<file path="src/hdl/frl_pkg.sv">
package frl_pkg;

    localparam int          HDR_BYTES   = 12;
    localparam logic [31:0] REC_MAGIC   = 32'h4346_4721;
    localparam logic [7:0]  ERASED_BYTE = 8'hFF;

    typedef enum logic [2:0] {
        OP_MOUNT       = 3'd0,
        OP_WRITE_BEGIN = 3'd1,
        OP_WRITE_DATA  = 3'd2,
        OP_READ_LATEST = 3'd3,
        OP_READ_DATA   = 3'd4
    } t_opcode;

    typedef enum logic [2:0] {
        ST_OK         = 3'd0,
        ST_NONE_FOUND = 3'd1,
        ST_BUF_SMALL  = 3'd2,
        ST_TOO_LONG   = 3'd3,
        ST_NO_WRITE   = 3'd4,
        ST_BAD_OFFSET = 3'd5
    } t_status;

    // write data source for the flash image
    typedef enum logic {
        WS_ERASED,
        WS_BYTE
    } t_wsel;

    // controller to datapath commands
    typedef struct packed {
        logic  addr_load;
        logic  addr_inc;
        logic  mem_wr;
        t_wsel wsel;
        logic  hdr_cap;
        logic  xor_clr;
        logic  xor_acc;
    } t_dp_cmd;

    // datapath to controller status
    typedef struct packed {
        logic        rdata_erased;
        logic        magic_ok;
        logic [15:0] hdr_version;
        logic [15:0] hdr_length;
        logic        csum_ok;
    } t_dp_stat;

endpackage

</file>
<file path="src/hdl/frl_if.sv">
interface frl_in_if;
    logic        valid;
    logic        ready;
    logic [2:0]  opcode;
    logic [15:0] record_version;
    logic [15:0] record_length;
    logic [7:0]  payload_byte;
    logic [15:0] reader_capacity;
    logic [9:0]  byte_offset;

    modport source (output valid, output opcode, output record_version, output record_length,
                    output payload_byte, output reader_capacity, output byte_offset,
                    input ready);
    modport sink   (input valid, input opcode, input record_version, input record_length,
                    input payload_byte, input reader_capacity, input byte_offset,
                    output ready);
endinterface

interface frl_out_if;
    logic        valid;
    logic        ready;
    logic [2:0]  status;
    logic [15:0] found_version;
    logic [9:0]  found_length;
    logic [7:0]  read_byte;
    logic [3:0]  unit_index;

    modport source (output valid, output status, output found_version, output found_length,
                    output read_byte, output unit_index, input ready);
    modport sink   (input valid, input status, input found_version, input found_length,
                    input read_byte, input unit_index, output ready);
endinterface

</file>
<file path="src/hdl/frl_ctrl.sv">
module frl_ctrl #(
    parameter int STORE_BYTES  = 16384,
    parameter int SECTOR_BYTES = 4096,
    parameter int UNIT_BYTES   = 1024,
    parameter int ADDR_W       = 14
) (
    input  logic              i_clk,
    input  logic              i_rst_n,
    frl_in_if.sink            i_req,
    frl_out_if.source         o_rsp,
    output frl_pkg::t_dp_cmd  o_cmd,
    output logic [ADDR_W-1:0] o_addr,
    output logic [7:0]        o_wbyte,
    input  logic [7:0]        i_rdata,
    input  frl_pkg::t_dp_stat i_stat
);
    import frl_pkg::*;

    localparam int UNIT_COUNT   = STORE_BYTES / UNIT_BYTES;
    localparam int SECTOR_COUNT = STORE_BYTES / SECTOR_BYTES;
    localparam int UPS          = SECTOR_BYTES / UNIT_BYTES;
    localparam int UNIT_W       = (UNIT_COUNT > 1) ? $clog2(UNIT_COUNT) : 1;
    localparam int SEC_W        = (SECTOR_COUNT > 1) ? $clog2(SECTOR_COUNT) : 1;
    localparam int SUB_W        = (UPS > 1) ? $clog2(UPS) : 1;
    localparam int LEN_W        = $clog2(UNIT_BYTES);
    localparam int MAX_PAYLOAD  = UNIT_BYTES - HDR_BYTES;

    localparam logic [ADDR_W-1:0] UNIT_SZ   = ADDR_W'(UNIT_BYTES);
    localparam logic [ADDR_W-1:0] SECTOR_SZ = ADDR_W'(SECTOR_BYTES);
    localparam logic [ADDR_W-1:0] HDR_OFS   = ADDR_W'(HDR_BYTES);
    localparam logic [ADDR_W-1:0] HDR_LAST  = ADDR_W'(HDR_BYTES - 1);
    localparam logic [ADDR_W-1:0] SEC_LAST  = ADDR_W'(SECTOR_BYTES - 1);
    localparam logic [ADDR_W-1:0] STORE_LAST = ADDR_W'(STORE_BYTES - 1);
    localparam logic [UNIT_W-1:0] UNIT_LAST = UNIT_W'(UNIT_COUNT - 1);
    localparam logic [SEC_W-1:0]  SEC_TOP   = SEC_W'(SECTOR_COUNT - 1);
    localparam logic [SUB_W-1:0]  SUB_LAST  = SUB_W'(UPS - 1);
    localparam logic [15:0]       MAX_LEN   = 16'(MAX_PAYLOAD);

    typedef enum logic [4:0] {
        S_CLR_LOAD, S_CLR, S_IDLE, S_DECODE,
        S_MNT_LOAD, S_MNT_PRIME, S_MNT_SCAN,
        S_ERS_LOAD, S_ERS, S_BEGIN,
        S_HWR_LOAD, S_HWR, S_WD_WR,
        S_LAT_LOAD, S_LAT_PRIME, S_LAT_HDR, S_LAT_CHK, S_LAT_PPRIME, S_LAT_PAY, S_LAT_CSUM,
        S_RD_WAIT, S_RD_GET, S_DONE
    } t_state;

    t_state            r_state;
    logic [ADDR_W-1:0] r_cnt;
    // latched request
    logic [2:0]        r_op;
    logic [15:0]       r_ver;
    logic [15:0]       r_len;
    logic [7:0]        r_byte;
    logic [15:0]       r_cap;
    logic [9:0]        r_off;
    // log state
    logic [UNIT_W-1:0] r_next_unit;
    logic [SUB_W-1:0]  r_nsub;
    logic [SEC_W-1:0]  r_nsec;
    logic              r_wopen;
    logic [LEN_W-1:0]  r_plen;
    logic [15:0]       r_pver;
    logic [LEN_W-1:0]  r_bw;
    logic [7:0]        r_rxor;
    logic [UNIT_W-1:0] r_loc_unit;
    logic [LEN_W-1:0]  r_loc_len;
    logic              r_loc_valid;
    // scan bookkeeping
    logic [SEC_W-1:0]  r_sec_scan;
    logic [SEC_W-1:0]  r_ers_sec;
    logic              r_ret_begin;
    logic [UNIT_W-1:0] r_scan_u;
    logic [UNIT_W-1:0] r_ucnt;
    // working result
    t_status           r_st;
    logic [15:0]       r_fver;
    logic [9:0]        r_flen;
    logic [7:0]        r_rbyte;
    logic [3:0]        r_uidx;
    // output register
    logic              r_ovalid;
    t_status           r_o_st;
    logic [15:0]       r_o_fver;
    logic [9:0]        r_o_flen;
    logic [7:0]        r_o_rbyte;
    logic [3:0]        r_o_uidx;

    logic              w_wd_go;
    logic              w_rd_go;
    logic              w_hdr_ok;
    logic              w_last_unit;

    function automatic logic [ADDR_W-1:0] unit_base(input logic [UNIT_W-1:0] u);
        unit_base = ADDR_W'(u) * UNIT_SZ;
    endfunction

    function automatic logic [ADDR_W-1:0] sector_base(input logic [SEC_W-1:0] s);
        sector_base = ADDR_W'(s) * SECTOR_SZ;
    endfunction

    function automatic logic [UNIT_W-1:0] prev_unit(input logic [UNIT_W-1:0] u);
        prev_unit = (u == '0) ? UNIT_LAST : u - 1'b1;
    endfunction

    function automatic logic [7:0] hdr_byte(input logic [3:0] idx, input logic [15:0] ver,
                                            input logic [15:0] len, input logic [7:0] x);
        logic [7:0] b;
        unique case (idx)
            4'd0:    b = REC_MAGIC[7:0];
            4'd1:    b = REC_MAGIC[15:8];
            4'd2:    b = REC_MAGIC[23:16];
            4'd3:    b = REC_MAGIC[31:24];
            4'd4:    b = ver[7:0];
            4'd5:    b = ver[15:8];
            4'd6:    b = len[7:0];
            4'd7:    b = len[15:8];
            4'd8:    b = x;
            default: b = 8'd0;
        endcase
        return b;
    endfunction

    assign w_wd_go     = (t_opcode'(r_op) == OP_WRITE_DATA) && r_wopen;
    assign w_rd_go     = (t_opcode'(r_op) == OP_READ_DATA) && r_loc_valid &&
                         (16'(r_off) < 16'(r_loc_len));
    assign w_hdr_ok    = i_stat.magic_ok && (i_stat.hdr_length != 16'd0) &&
                         (i_stat.hdr_length <= MAX_LEN);
    assign w_last_unit = (r_ucnt == UNIT_LAST);

    // datapath commands and addresses
    always_comb begin
        o_cmd      = '0;
        o_cmd.wsel = WS_BYTE;
        o_addr     = '0;
        o_wbyte    = r_byte;
        unique case (r_state)
            S_CLR_LOAD: o_cmd.addr_load = 1'b1;
            S_CLR, S_ERS: begin
                o_cmd.mem_wr   = 1'b1;
                o_cmd.wsel     = WS_ERASED;
                o_cmd.addr_inc = 1'b1;
            end
            S_DECODE: begin
                if (w_wd_go) begin
                    o_cmd.addr_load = 1'b1;
                    o_addr = unit_base(r_next_unit) + HDR_OFS + ADDR_W'(r_bw);
                end else if (w_rd_go) begin
                    o_cmd.addr_load = 1'b1;
                    o_addr = unit_base(r_loc_unit) + HDR_OFS + ADDR_W'(r_off);
                end
            end
            S_WD_WR: o_cmd.mem_wr = 1'b1;
            S_HWR_LOAD: begin
                o_cmd.addr_load = 1'b1;
                o_addr = unit_base(r_next_unit);
            end
            S_HWR: begin
                o_cmd.mem_wr   = 1'b1;
                o_cmd.addr_inc = 1'b1;
                o_wbyte = hdr_byte(r_cnt[3:0], r_pver, 16'(r_plen), r_rxor);
            end
            S_MNT_LOAD: begin
                o_cmd.addr_load = 1'b1;
                o_addr = sector_base(r_sec_scan);
            end
            S_ERS_LOAD: begin
                o_cmd.addr_load = 1'b1;
                o_addr = sector_base(r_ers_sec);
            end
            S_LAT_LOAD: begin
                o_cmd.addr_load = 1'b1;
                o_cmd.xor_clr   = 1'b1;
                o_addr = unit_base(r_scan_u);
            end
            S_LAT_HDR: begin
                o_cmd.hdr_cap  = 1'b1;
                o_cmd.addr_inc = 1'b1;
            end
            S_LAT_CHK: begin
                o_cmd.addr_load = 1'b1;
                o_addr = unit_base(r_scan_u) + HDR_OFS;
            end
            S_LAT_PAY: begin
                o_cmd.xor_acc  = 1'b1;
                o_cmd.addr_inc = 1'b1;
            end
            S_MNT_PRIME, S_MNT_SCAN, S_LAT_PRIME, S_LAT_PPRIME: o_cmd.addr_inc = 1'b1;
            default: o_cmd.addr_inc = 1'b0;
        endcase
    end

    // sequencer, log state and result registers
    always_ff @(posedge i_clk) begin
        if (!i_rst_n) begin
            r_state     <= S_CLR_LOAD;
            r_next_unit <= '0;
            r_nsub      <= '0;
            r_nsec      <= '0;
            r_wopen     <= 1'b0;
            r_plen      <= '0;
            r_pver      <= '0;
            r_bw        <= '0;
            r_rxor      <= '0;
            r_loc_unit  <= '0;
            r_loc_len   <= '0;
            r_loc_valid <= 1'b0;
            r_ovalid    <= 1'b0;
        end else begin
            // drop a taken result unless a new one is loaded this cycle
            if (o_rsp.ready && (r_state != S_DONE)) begin
                r_ovalid <= 1'b0;
            end
            unique case (r_state)
                // sweep the whole image to erased after reset
                S_CLR_LOAD: begin
                    r_cnt   <= '0;
                    r_state <= S_CLR;
                end
                S_CLR: begin
                    r_cnt <= r_cnt + 1'b1;
                    if (r_cnt == STORE_LAST) begin
                        r_state <= S_IDLE;
                    end
                end
                // take a request and clear the working result
                S_IDLE: begin
                    if (i_req.valid) begin
                        r_op    <= i_req.opcode;
                        r_ver   <= i_req.record_version;
                        r_len   <= i_req.record_length;
                        r_byte  <= i_req.payload_byte;
                        r_cap   <= i_req.reader_capacity;
                        r_off   <= i_req.byte_offset;
                        r_st    <= ST_OK;
                        r_fver  <= '0;
                        r_flen  <= '0;
                        r_rbyte <= '0;
                        r_uidx  <= '0;
                        r_state <= S_DECODE;
                    end
                end
                S_DECODE: begin
                    unique case (t_opcode'(r_op))
                        OP_MOUNT: begin
                            r_sec_scan <= '0;
                            r_wopen    <= 1'b0;
                            r_state    <= S_MNT_LOAD;
                        end
                        OP_WRITE_BEGIN: begin
                            if (r_len > MAX_LEN) begin
                                r_st    <= ST_TOO_LONG;
                                r_state <= S_DONE;
                            end else if (r_nsub == '0) begin
                                r_ers_sec   <= (r_nsec == SEC_TOP) ? '0 : r_nsec + 1'b1;
                                r_ret_begin <= 1'b1;
                                r_state     <= S_ERS_LOAD;
                            end else begin
                                r_state <= S_BEGIN;
                            end
                        end
                        OP_WRITE_DATA: begin
                            if (!r_wopen) begin
                                r_st    <= ST_NO_WRITE;
                                r_state <= S_DONE;
                            end else begin
                                r_uidx  <= 4'(r_next_unit);
                                r_state <= S_WD_WR;
                            end
                        end
                        OP_READ_LATEST: begin
                            r_loc_valid <= 1'b0;
                            r_st        <= ST_NONE_FOUND;
                            r_scan_u    <= prev_unit(r_next_unit);
                            r_ucnt      <= '0;
                            r_state     <= S_LAT_LOAD;
                        end
                        OP_READ_DATA: begin
                            if (!r_loc_valid) begin
                                r_st    <= ST_NONE_FOUND;
                                r_state <= S_DONE;
                            end else begin
                                r_flen <= 10'(r_loc_len);
                                r_uidx <= 4'(r_loc_unit);
                                if (w_rd_go) begin
                                    r_state <= S_RD_WAIT;
                                end else begin
                                    r_st    <= ST_BAD_OFFSET;
                                    r_state <= S_DONE;
                                end
                            end
                        end
                        default: r_state <= S_DONE;
                    endcase
                end
                // look for the first blank sector
                S_MNT_LOAD: begin
                    r_cnt   <= '0;
                    r_state <= S_MNT_PRIME;
                end
                S_MNT_PRIME: r_state <= S_MNT_SCAN;
                S_MNT_SCAN: begin
                    if (!i_stat.rdata_erased) begin
                        if (r_sec_scan == SEC_TOP) begin
                            r_ers_sec   <= '0;
                            r_ret_begin <= 1'b0;
                            r_state     <= S_ERS_LOAD;
                        end else begin
                            r_sec_scan <= r_sec_scan + 1'b1;
                            r_state    <= S_MNT_LOAD;
                        end
                    end else if (r_cnt == SEC_LAST) begin
                        r_next_unit <= UNIT_W'(UNIT_W'(r_sec_scan) * UNIT_W'(UPS));
                        r_uidx      <= 4'(UNIT_W'(UNIT_W'(r_sec_scan) * UNIT_W'(UPS)));
                        r_nsub      <= '0;
                        r_nsec      <= r_sec_scan;
                        r_state     <= S_DONE;
                    end else begin
                        r_cnt <= r_cnt + 1'b1;
                    end
                end
                // erase one sector
                S_ERS_LOAD: begin
                    r_cnt   <= '0;
                    r_state <= S_ERS;
                end
                S_ERS: begin
                    r_cnt <= r_cnt + 1'b1;
                    if (r_cnt == SEC_LAST) begin
                        if (r_ret_begin) begin
                            r_state <= S_BEGIN;
                        end else begin
                            r_next_unit <= '0;
                            r_nsub      <= '0;
                            r_nsec      <= '0;
                            r_uidx      <= '0;
                            r_state     <= S_DONE;
                        end
                    end
                end
                // open a record
                S_BEGIN: begin
                    r_uidx  <= 4'(r_next_unit);
                    r_plen  <= LEN_W'(r_len);
                    r_pver  <= r_ver;
                    r_bw    <= '0;
                    r_rxor  <= '0;
                    r_wopen <= 1'b1;
                    r_state <= (r_len == 16'd0) ? S_HWR_LOAD : S_DONE;
                end
                // store one payload byte
                S_WD_WR: begin
                    r_rxor <= r_rxor ^ r_byte;
                    r_bw   <= r_bw + 1'b1;
                    r_state <= (LEN_W'(r_bw + 1'b1) == r_plen) ? S_HWR_LOAD : S_DONE;
                end
                // write the header and advance the ring
                S_HWR_LOAD: begin
                    r_cnt   <= '0;
                    r_state <= S_HWR;
                end
                S_HWR: begin
                    r_cnt <= r_cnt + 1'b1;
                    if (r_cnt == HDR_LAST) begin
                        r_wopen <= 1'b0;
                        if (r_next_unit == UNIT_LAST) begin
                            r_next_unit <= '0;
                            r_nsub      <= '0;
                            r_nsec      <= '0;
                        end else begin
                            r_next_unit <= r_next_unit + 1'b1;
                            if (r_nsub == SUB_LAST) begin
                                r_nsub <= '0;
                                r_nsec <= (r_nsec == SEC_TOP) ? '0 : r_nsec + 1'b1;
                            end else begin
                                r_nsub <= r_nsub + 1'b1;
                            end
                        end
                        r_state <= S_DONE;
                    end
                end
                // walk back through units for a valid record
                S_LAT_LOAD: begin
                    r_cnt   <= '0;
                    r_state <= S_LAT_PRIME;
                end
                S_LAT_PRIME: r_state <= S_LAT_HDR;
                S_LAT_HDR: begin
                    r_cnt <= r_cnt + 1'b1;
                    if (r_cnt == HDR_LAST) begin
                        r_state <= S_LAT_CHK;
                    end
                end
                S_LAT_CHK: begin
                    r_cnt <= '0;
                    if (w_hdr_ok) begin
                        r_state <= S_LAT_PPRIME;
                    end else if (w_last_unit) begin
                        r_state <= S_DONE;
                    end else begin
                        r_scan_u <= prev_unit(r_scan_u);
                        r_ucnt   <= r_ucnt + 1'b1;
                        r_state  <= S_LAT_LOAD;
                    end
                end
                S_LAT_PPRIME: r_state <= S_LAT_PAY;
                S_LAT_PAY: begin
                    r_cnt <= r_cnt + 1'b1;
                    if (r_cnt == ADDR_W'(i_stat.hdr_length - 16'd1)) begin
                        r_state <= S_LAT_CSUM;
                    end
                end
                S_LAT_CSUM: begin
                    if (i_stat.csum_ok) begin
                        r_fver <= i_stat.hdr_version;
                        r_flen <= i_stat.hdr_length[9:0];
                        r_uidx <= 4'(r_scan_u);
                        if (i_stat.hdr_length > r_cap) begin
                            r_st <= ST_BUF_SMALL;
                        end else begin
                            r_st        <= ST_OK;
                            r_loc_unit  <= r_scan_u;
                            r_loc_len   <= LEN_W'(i_stat.hdr_length);
                            r_loc_valid <= 1'b1;
                        end
                        r_state <= S_DONE;
                    end else if (w_last_unit) begin
                        r_state <= S_DONE;
                    end else begin
                        r_scan_u <= prev_unit(r_scan_u);
                        r_ucnt   <= r_ucnt + 1'b1;
                        r_state  <= S_LAT_LOAD;
                    end
                end
                // fetch one payload byte
                S_RD_WAIT: r_state <= S_RD_GET;
                S_RD_GET: begin
                    r_rbyte <= i_rdata;
                    r_state <= S_DONE;
                end
                // hand the result to the output register once it is free
                S_DONE: begin
                    if (!r_ovalid || o_rsp.ready) begin
                        r_ovalid  <= 1'b1;
                        r_o_st    <= r_st;
                        r_o_fver  <= r_fver;
                        r_o_flen  <= r_flen;
                        r_o_rbyte <= r_rbyte;
                        r_o_uidx  <= r_uidx;
                        r_state   <= S_IDLE;
                    end
                end
                default: r_state <= S_IDLE;
            endcase
        end
    end

    assign i_req.ready         = (r_state == S_IDLE);
    assign o_rsp.valid         = r_ovalid;
    assign o_rsp.status        = r_o_st;
    assign o_rsp.found_version = r_o_fver;
    assign o_rsp.found_length  = r_o_flen;
    assign o_rsp.read_byte     = r_o_rbyte;
    assign o_rsp.unit_index    = r_o_uidx;

endmodule

</file>
<file path="src/flat_wrapper.sv">
// flat-port wrapper written by rule: the top's interface ports become plain ports
module frl_ctrl_flat import frl_pkg::*;
#(
    parameter int STORE_BYTES  = 16384,
    parameter int SECTOR_BYTES = 4096,
    parameter int UNIT_BYTES   = 1024,
    parameter int ADDR_W       = 14
)
  (i_clk, i_rst_n, o_cmd, o_addr, o_wbyte, i_rdata, i_stat, i_req_valid, i_req_opcode, i_req_record_version, i_req_record_length, i_req_payload_byte, i_req_reader_capacity, i_req_byte_offset, i_req_ready, o_rsp_valid, o_rsp_status, o_rsp_found_version, o_rsp_found_length, o_rsp_read_byte, o_rsp_unit_index, o_rsp_ready);
  frl_in_if i_req_i ();
  frl_out_if o_rsp_i ();
  input  logic i_clk;
  input  logic i_rst_n;
  output frl_pkg::t_dp_cmd o_cmd;
  output logic [ADDR_W-1:0] o_addr;
  output logic [7:0] o_wbyte;
  input  logic [7:0] i_rdata;
  input  frl_pkg::t_dp_stat i_stat;
  input wire logic [$bits(i_req_i.valid)-1:0] i_req_valid;
  input wire logic [$bits(i_req_i.opcode)-1:0] i_req_opcode;
  input wire logic [$bits(i_req_i.record_version)-1:0] i_req_record_version;
  input wire logic [$bits(i_req_i.record_length)-1:0] i_req_record_length;
  input wire logic [$bits(i_req_i.payload_byte)-1:0] i_req_payload_byte;
  input wire logic [$bits(i_req_i.reader_capacity)-1:0] i_req_reader_capacity;
  input wire logic [$bits(i_req_i.byte_offset)-1:0] i_req_byte_offset;
  output wire logic [$bits(i_req_i.ready)-1:0] i_req_ready;
  output wire logic [$bits(o_rsp_i.valid)-1:0] o_rsp_valid;
  output wire logic [$bits(o_rsp_i.status)-1:0] o_rsp_status;
  output wire logic [$bits(o_rsp_i.found_version)-1:0] o_rsp_found_version;
  output wire logic [$bits(o_rsp_i.found_length)-1:0] o_rsp_found_length;
  output wire logic [$bits(o_rsp_i.read_byte)-1:0] o_rsp_read_byte;
  output wire logic [$bits(o_rsp_i.unit_index)-1:0] o_rsp_unit_index;
  input wire logic [$bits(o_rsp_i.ready)-1:0] o_rsp_ready;
  assign i_req_i.valid = i_req_valid;
  assign i_req_i.opcode = i_req_opcode;
  assign i_req_i.record_version = i_req_record_version;
  assign i_req_i.record_length = i_req_record_length;
  assign i_req_i.payload_byte = i_req_payload_byte;
  assign i_req_i.reader_capacity = i_req_reader_capacity;
  assign i_req_i.byte_offset = i_req_byte_offset;
  assign i_req_ready = i_req_i.ready;
  assign o_rsp_valid = o_rsp_i.valid;
  assign o_rsp_status = o_rsp_i.status;
  assign o_rsp_found_version = o_rsp_i.found_version;
  assign o_rsp_found_length = o_rsp_i.found_length;
  assign o_rsp_read_byte = o_rsp_i.read_byte;
  assign o_rsp_unit_index = o_rsp_i.unit_index;
  assign o_rsp_i.ready = o_rsp_ready;
  frl_ctrl #(.STORE_BYTES(STORE_BYTES), .SECTOR_BYTES(SECTOR_BYTES), .UNIT_BYTES(UNIT_BYTES), .ADDR_W(ADDR_W)) u_core (.i_clk(i_clk), .i_rst_n(i_rst_n), .i_req(i_req_i), .o_rsp(o_rsp_i), .o_cmd(o_cmd), .o_addr(o_addr), .o_wbyte(o_wbyte), .i_rdata(i_rdata), .i_stat(i_stat));
endmodule
</file>
<file path="config.mk">
export PLATFORM = sky130hd
export DESIGN_NAME = frl_ctrl_flat
export DESIGN_NICKNAME = d
export VERILOG_FILES = /design/src/hdl/frl_pkg.sv /design/src/hdl/frl_if.sv /design/src/hdl/frl_ctrl.sv /design/src/flat_wrapper.sv
export SDC_FILE = /design/constraint.sdc
export NUM_CORES = 1
export LEC_CHECK = 0
export BUFFER_PORTS_ARGS = -buffer_cell sky130_fd_sc_hd__buf_2
export CORE_AREA = 2 2 183 185
export CTS_BUF_LIST = sky130_fd_sc_hd__clkbuf_4
export DETAILED_ROUTE_END_ITERATION = 8
export DIE_AREA = 0 0 185 187
export GPL_TIMING_DRIVEN = 0
export SLEW_MARGIN = 20
export SYNTH_ARGS = -nofsm -noshare
export SYNTH_HDL_FRONTEND = slang
export SYNTH_SLANG_ARGS = --single-unit
</file>
<file path="constraint.sdc">
create_clock -name i_clk -period 4.8 [get_ports i_clk]
set_clock_uncertainty 0.2 [all_clocks]
set_input_delay 0.24 -clock i_clk [delete_from_list [all_inputs] [get_ports i_clk]]
set_output_delay 0.24 -clock i_clk [all_outputs]
set_load 0.02 [all_outputs]
</file>
==> results_dict.tcl, run 1 <==
set metrics [dict create \
    io_pins 188 \
    yosys.area_share.adder_pct 4.371 \
    dieArea_sq_mm 0.03460 \
    synth_area_leaders "edfxtp_1 (41%), dfxtp_1 (12%), nand2_1 (4.7%)" \
    cts_tree "yes" \
    via_per_inst 5.287 \
    ys_async_sr_fraction_pct 0 \
    rsz0062_at_grt "false" \
    vias 11530 \
    slew_headroom_pct 24.69 \
    power_density_mw_per_mm2 396.2 \
    hp-class "in -> reg" \
    cts.sinks 252 \
    synth-compound-area-share_pct 14.61 \
    ff2ff_setup_slack_ns 0.64 \
    synth_most_common_cell "edfxtp_1" \
    regArea_sq_mm 0.006827 \
    finalCritPeriodShare_pct 86.90 \
    cts_buffers 71 \
    cp_common_cell "clkbuf_1" \
    nNetsFinal 1838 \
    synth_xor_area_share_pct 4.964 \
    grt_pass1_vias 11400 \
    ant_nets 0 \
    synthTopCellsByCount "edfxtp_1 (178), nand2_1 (162), nor2_1 (129)" \
    final_util_pct 50.29 \
    die_y_um 187 \
    hp-start "i_req_record_length[1]" \
    fmax_mhz 239.7 \
    crit_chain "clkbuf_1, clkbuf_1, clkbuf_1, buf_1, nor3_1, a22o_1, a221oi_1, o21ai_0, buf_2" \
    synth_ff_type "edfxtp_1" \
    rows 67 \
    design.core.area_sq_mm 0.03286 \
    ir_drop_v 0.0002309 \
    synthCells 1300 \
    multiInputGateArea_sq_mm 0.005549 \
    synth_top_family_by_area "simple AND/OR/NAND/NOR gates" \
    worstSetupPathType "reg -> out" \
    fill_cells 3154 \
    start_kind "register" \
    cts_resized 0 \
    cap_violations 0 \
    dp_hpwl_um 28780 \
    cp-end-kind "output pin" \
    grt_max_degree 45 \
    drive_above_1_share_pct 19.31 \
    synth_area_sq_mm 0.01288 \
    ys.warnings.count 0 \
    io_buffer_count 187 \
    start_util_pct 39.19 \
    yosysUniqueCellTypes 77 \
    globalRouteOverflowTotal 0 \
    syn_area_per_cell_sq_um 9.908 \
    tightest_slew_ns 1.121 \
    status "completed" \
    fin_crit_ns 4.171 \
    worst-path-buf-inv 5 \
    drt_iter0_drc 866 \
    power_leakage_nw 6.108 \
    htreeDepth 3 \
    drt_first_pass_iters 8 \
    grt_pass1_wl_um 62040 \
    slowest_delay_ns 0.50 \
    post_cts_buffers 0 \
    synth_seq_cells 252 \
    cp_slowest_cell "buf_1" \
    synth.largest_area_cell "edfxtp_1" \
    clk_path_buf_depth 3 \
    syn2layout_area_growth_pct 28.31 \
    preCtsSetupSlack_ns 0.7240 \
    final_max_slew_viol_count 0 \
    route.detailed.drc 0 \
    antenna_found_initial 2 \
    syn_nets 1461 \
    die_x_um 185 \
    fin_ws_ns 0.6288 \
    synth-simple-area-share_pct 18.52 \
    r2r_start "u_core.r_state[1]" \
    arrival_ns 3.73 \
    wl_per_cell_um 18.45 \
    muxShareOfSynthArea_pct 0.3886 \
    synth_edf_count 178 \
    insertion_delay_ns 0.67 \
    cp_max_fo 10 \
    seq_area_frac_synth_pct 53.00 \
    path_clk_slew_ns 0.06 \
    grt_util_all_layers_pct 23.12 \
    gp_congestion 0.9294 \
    crit_path_start "u_core.r_state[3]" \
    root_buffer "clkbuf_4" \
    required_ns 4.36 \
    critPathTopFamily "buffers and inverters" \
    finalSetupViolCount 0 \
    hold_viol 0 \
    routed_wl_um 40240 \
    synth_top_area_share_pct 41.50 \
]
## logic make-up (layout without fill, tap and decap cells)
| family | count (synthesis) | after routing |
|---|---|---|
| multiplexers | 5 | 5 |
| XOR/XNOR | 73 | 73 |
| AND/OR/NAND/NOR | 500 | 500 |
| AO/OA/AOI/OAI | 287 | 287 |
| buffers and inverters | 138 | 568 |
| adder cells (fa/ha/maj) | 45 | 45 |
| other | 0 | 3 |
| flip-flops | 252 | 252 |
## placed cells by master (no fill, tap or decap), drive strengths merged, types with 8 or more instances in the layout
cell type / instances
nor3: 33
edfxtp: 178
nor2b: 11
a21oi: 83
a22oi: 9
inv: 60
a31oi: 10
dfxtp: 74
nor3b: 8
and2: 31
a211oi: 13
buf: 200
o31ai: 16
xnor2: 36
ha: 45
clkbuf: 178
xor2: 37
dlygate4sd3: 111
clkinv: 16
a221oi: 8
nand2b: 9
a222oi: 13
nor2: 129
and3: 14
or3: 8
nor4: 14
nand3: 38
o22ai: 8
nand4: 15
nand2: 162
o21ai: 67
## where the power goes
part	internal, mW	total (mW)	leakage [nW]	switching, mW
registers	2.59	2.75	2.14	0.160
logic	0.618	1.77	3.41	1.15
clock network	1.12	2.03	0.555	0.911
total	4.32	6.55	6.11	2.22
## path summary, 6_finish.rpt
kind                                         to  depth (start not counted)
hold reg to reg   u_core.o_rsp.found_version[1]                          0
hold / removal                  u_core.r_len[1]                          2
setup / recovery                     o_addr[13]                          9
setup reg to reg             u_core.r_scan_u[3]                          7
## routing by layer
metal | track usage, % | share of wire, %
met1 | 30.12 | 43
met2 | 37.73 | 46
met3 | 4.108 | 6.5
met4 | 9.921 | 3.7
met5 | 0 | 0
## per-stage QoR
stage	power, mW	std cells	TNS, ns	instance area [sq um]	hold WS, ns
finish	6.547	2181	0	16530	0.07131
global route	6.918	2180	0	16520	0.01549
CTS	6.548	2178	0	16510	0.006919
detailed placement	4.443	1941	0	14460	0.2045
global placement	4.420	1935	-98.55	14380	0.2002
floorplan	3.867	1300	0	12880	0.1389
## flip-flops by register name, summed over array words and instances, names as in the netlist, 5 cells and up
register	count
u_core.o_rsp.found_length	10
u_core.o_rsp.found_version	16
u_core.o_rsp.read_byte	8
u_core.r_bw	10
u_core.r_byte	8
u_core.r_cap	16
u_core.r_cnt	14
u_core.r_flen	10
u_core.r_fver	16
u_core.r_len	16
u_core.r_loc_len	10
u_core.r_off	10
u_core.r_plen	10
u_core.r_pver	16
u_core.r_rbyte	8
u_core.r_rxor	8
u_core.r_state	5
u_core.r_ver	16
## timing repair
item | in CTS | in global routing
hold endpoints to repair | 128 | 0
setup endpoints to repair | 0 | 0
hold buffers | 111 | 0
## cell type report
type,count,share of cell area [%]
clock inverter,20,0.8480
timing repair buffer,304,12.78
buffer,79,1.893
sequential,252,41.31
clock buffer,106,4.815
inverter,59,1.340
multi-input combinational,910,33.58
antenna,3,0.04543
tap,448,3.392
## worst reg2reg max path, delay by kind of cell (launching register included)
kind | cells | cell delay [ns]
buffers and inverters | 1 | 0.43
flip-flops | 1 | 0.37
AND/OR/NAND/NOR | 4 | 1.42
AO/OA/AOI/OAI | 2 | 1.39
(Power assumes the default switching activity.)
==> run 2: changes to the inputs <==
Settings changed: BUFFER_PORTS_ARGS -buffer_cell sky130_fd_sc_hd__buf_2 to not set, DONT_BUFFER_PORTS set to 1, RECOVER_POWER set to 25.
==> results_dict.tcl, run 2 (synthesized netlist as in run 1, its figures left out) <==
set metrics [dict create \
    drt_iter0_drc 931 \
    routed_wl_um 40420 \
    hold_viol 0 \
    rsz0062_at_grt "false" \
    rows 67 \
    fmax_mhz 233.7 \
    gp_congestion 0.9459 \
    whs_ns 0.08039 \
    worstSetupPathType "reg -> out" \
    dieArea_sq_mm 0.03460 \
    status "completed" \
    path_clk_slew_ns 0.07 \
    drive_above_1_share_pct 8.833 \
    fin_crit_ns 4.279 \
    design.core.area_sq_mm 0.03286 \
    hp-class "in -> reg" \
    ant_nets 0 \
    required_ns 4.36 \
    antenna_found_initial 2 \
    root_buffer "clkbuf_4" \
    nNetsFinal 1729 \
    cap_violations 0 \
    io_pins 188 \
    ir_drop_v 0.0002358 \
    grt_pass1_vias 11200 \
    slew_headroom_pct 33.25 \
    final_cell_mix "dlygate4sd3_1 (191), edfxtp_1 (178), nand2_1 (162)" \
    arrival_ns 3.84 \
    preCtsSetupSlack_ns 0.7345 \
    final_max_slew_viol_count 0 \
    die_y_um 187 \
    hold_buffers 191 \
    cp-end-kind "output pin" \
    start_kind "register" \
    via_per_inst 5.411 \
    die_x_um 185 \
    vias 11200 \
    grt_max_degree 56 \
    fin_ws_ns 0.5210 \
    tightest_slew_ns 1.001 \
    io_buffer_count 0 \
    insertion_delay_ns 0.73 \
    clk_path_buf_depth 3 \
    globalRouteOverflowTotal 0 \
    cts_resized 0 \
    dp_hpwl_um 27850 \
    cp_max_fo 10 \
    final_common_cell "dlygate4sd3_1" \
    cts.sinks 252 \
    syn2layout_area_growth_pct 26.99 \
    dp.cells 1754 \
    finalSetupViolCount 0 \
    grt_util_all_layers_pct 23.17 \
    post_cts_buffers 0 \
    grt_pass1_wl_um 61730 \
    start_util_pct 39.19 \
    power_density_mw_per_mm2 396.8 \
    power_leakage_nw 5.668 \
    wl_per_cell_um 19.54 \
    htreeDepth 3 \
    cts_buffers 69 \
    route.detailed.drc 0 \
    cts_tree "yes" \
    drt_first_pass_iters 6 \
    final_cells 2069 \
    finalCritPeriodShare_pct 89.15 \
]
run 2: cell count changes in the layout (fill, tap and decap cells not counted), moves of 2 or more:
cell / delta
inv_2: +2
dlygate4sd3_1: +80
clkinv_2: -2
clkbuf_4: -3
buf_2: -187
buf_6: -2
buf_4: +2
run 2: report_power, final:
group          internal [mW]  total [mW]  switching [mW]
sequential              2.59        2.75           0.161
combinational          0.605        1.73            1.13
clock                   1.09        2.01           0.923
total                   4.28        6.49            2.21
run 2: path summary, 6_finish.rpt:
| path | from | end | slack (ns) | cells past startpoint |
|---|---|---|---|---|
| setup / recovery | u_core.r_state[3] | o_addr[13] | 0.52 | 8 |
| hold / removal | i_stat[31] | u_core.r_fver[14] | 0.08 | 2 |
| setup reg to reg | u_core.r_state[1] | u_core.r_scan_u[3] | 0.61 | 7 |
| hold reg to reg | u_core.r_flen[9] | u_core.o_rsp.found_length[9] | 0.21 | 0 |
run 2: routing by layer:
metal | track usage, % | part of all wire [%]
met3 | 5.783 | 7.3
met1 | 28.66 | 42
met4 | 8.303 | 2.9
met2 | 39.08 | 48
met5 | 0 | 0.017
run 2: through the flow:
step           TNS, ns  power (mW)  utilization (%)  area, sq um
4_1_cts              0       6.490            49.70        16330
5_1_grt              0       6.847            49.77        16360
6_report             0       6.490            49.77        16360
2_1_floorplan        0       3.867                -        12880
3_5_place_dp         0       4.349            41.15        13520
3_3_place_gp    -89.62       4.328            40.90        13440
run 2: final cells by class:
type	count	area (sq um)
diodes	2	5.005
clock inverters	19	125.1
repair buffers	197	1977
fillers	3062	16510
flip-flops and latches	252	6827
well taps	448	560.5
plain buffers	79	312.8
multi-input cells	910	5554
clock buffers	103	773.2
inverters	59	221.5
run 2: worst max-delay path, cell delays in order, from the launching register on:
cell and delay, ns:
dfxtp_1 0.31, clkbuf_1 0.27, clkbuf_1 0.45, clkbuf_1 0.50, buf_1 0.52, nor3_1 0.19
a22o_1 0.22, a221oi_1 0.28, o21ai_0 0.40
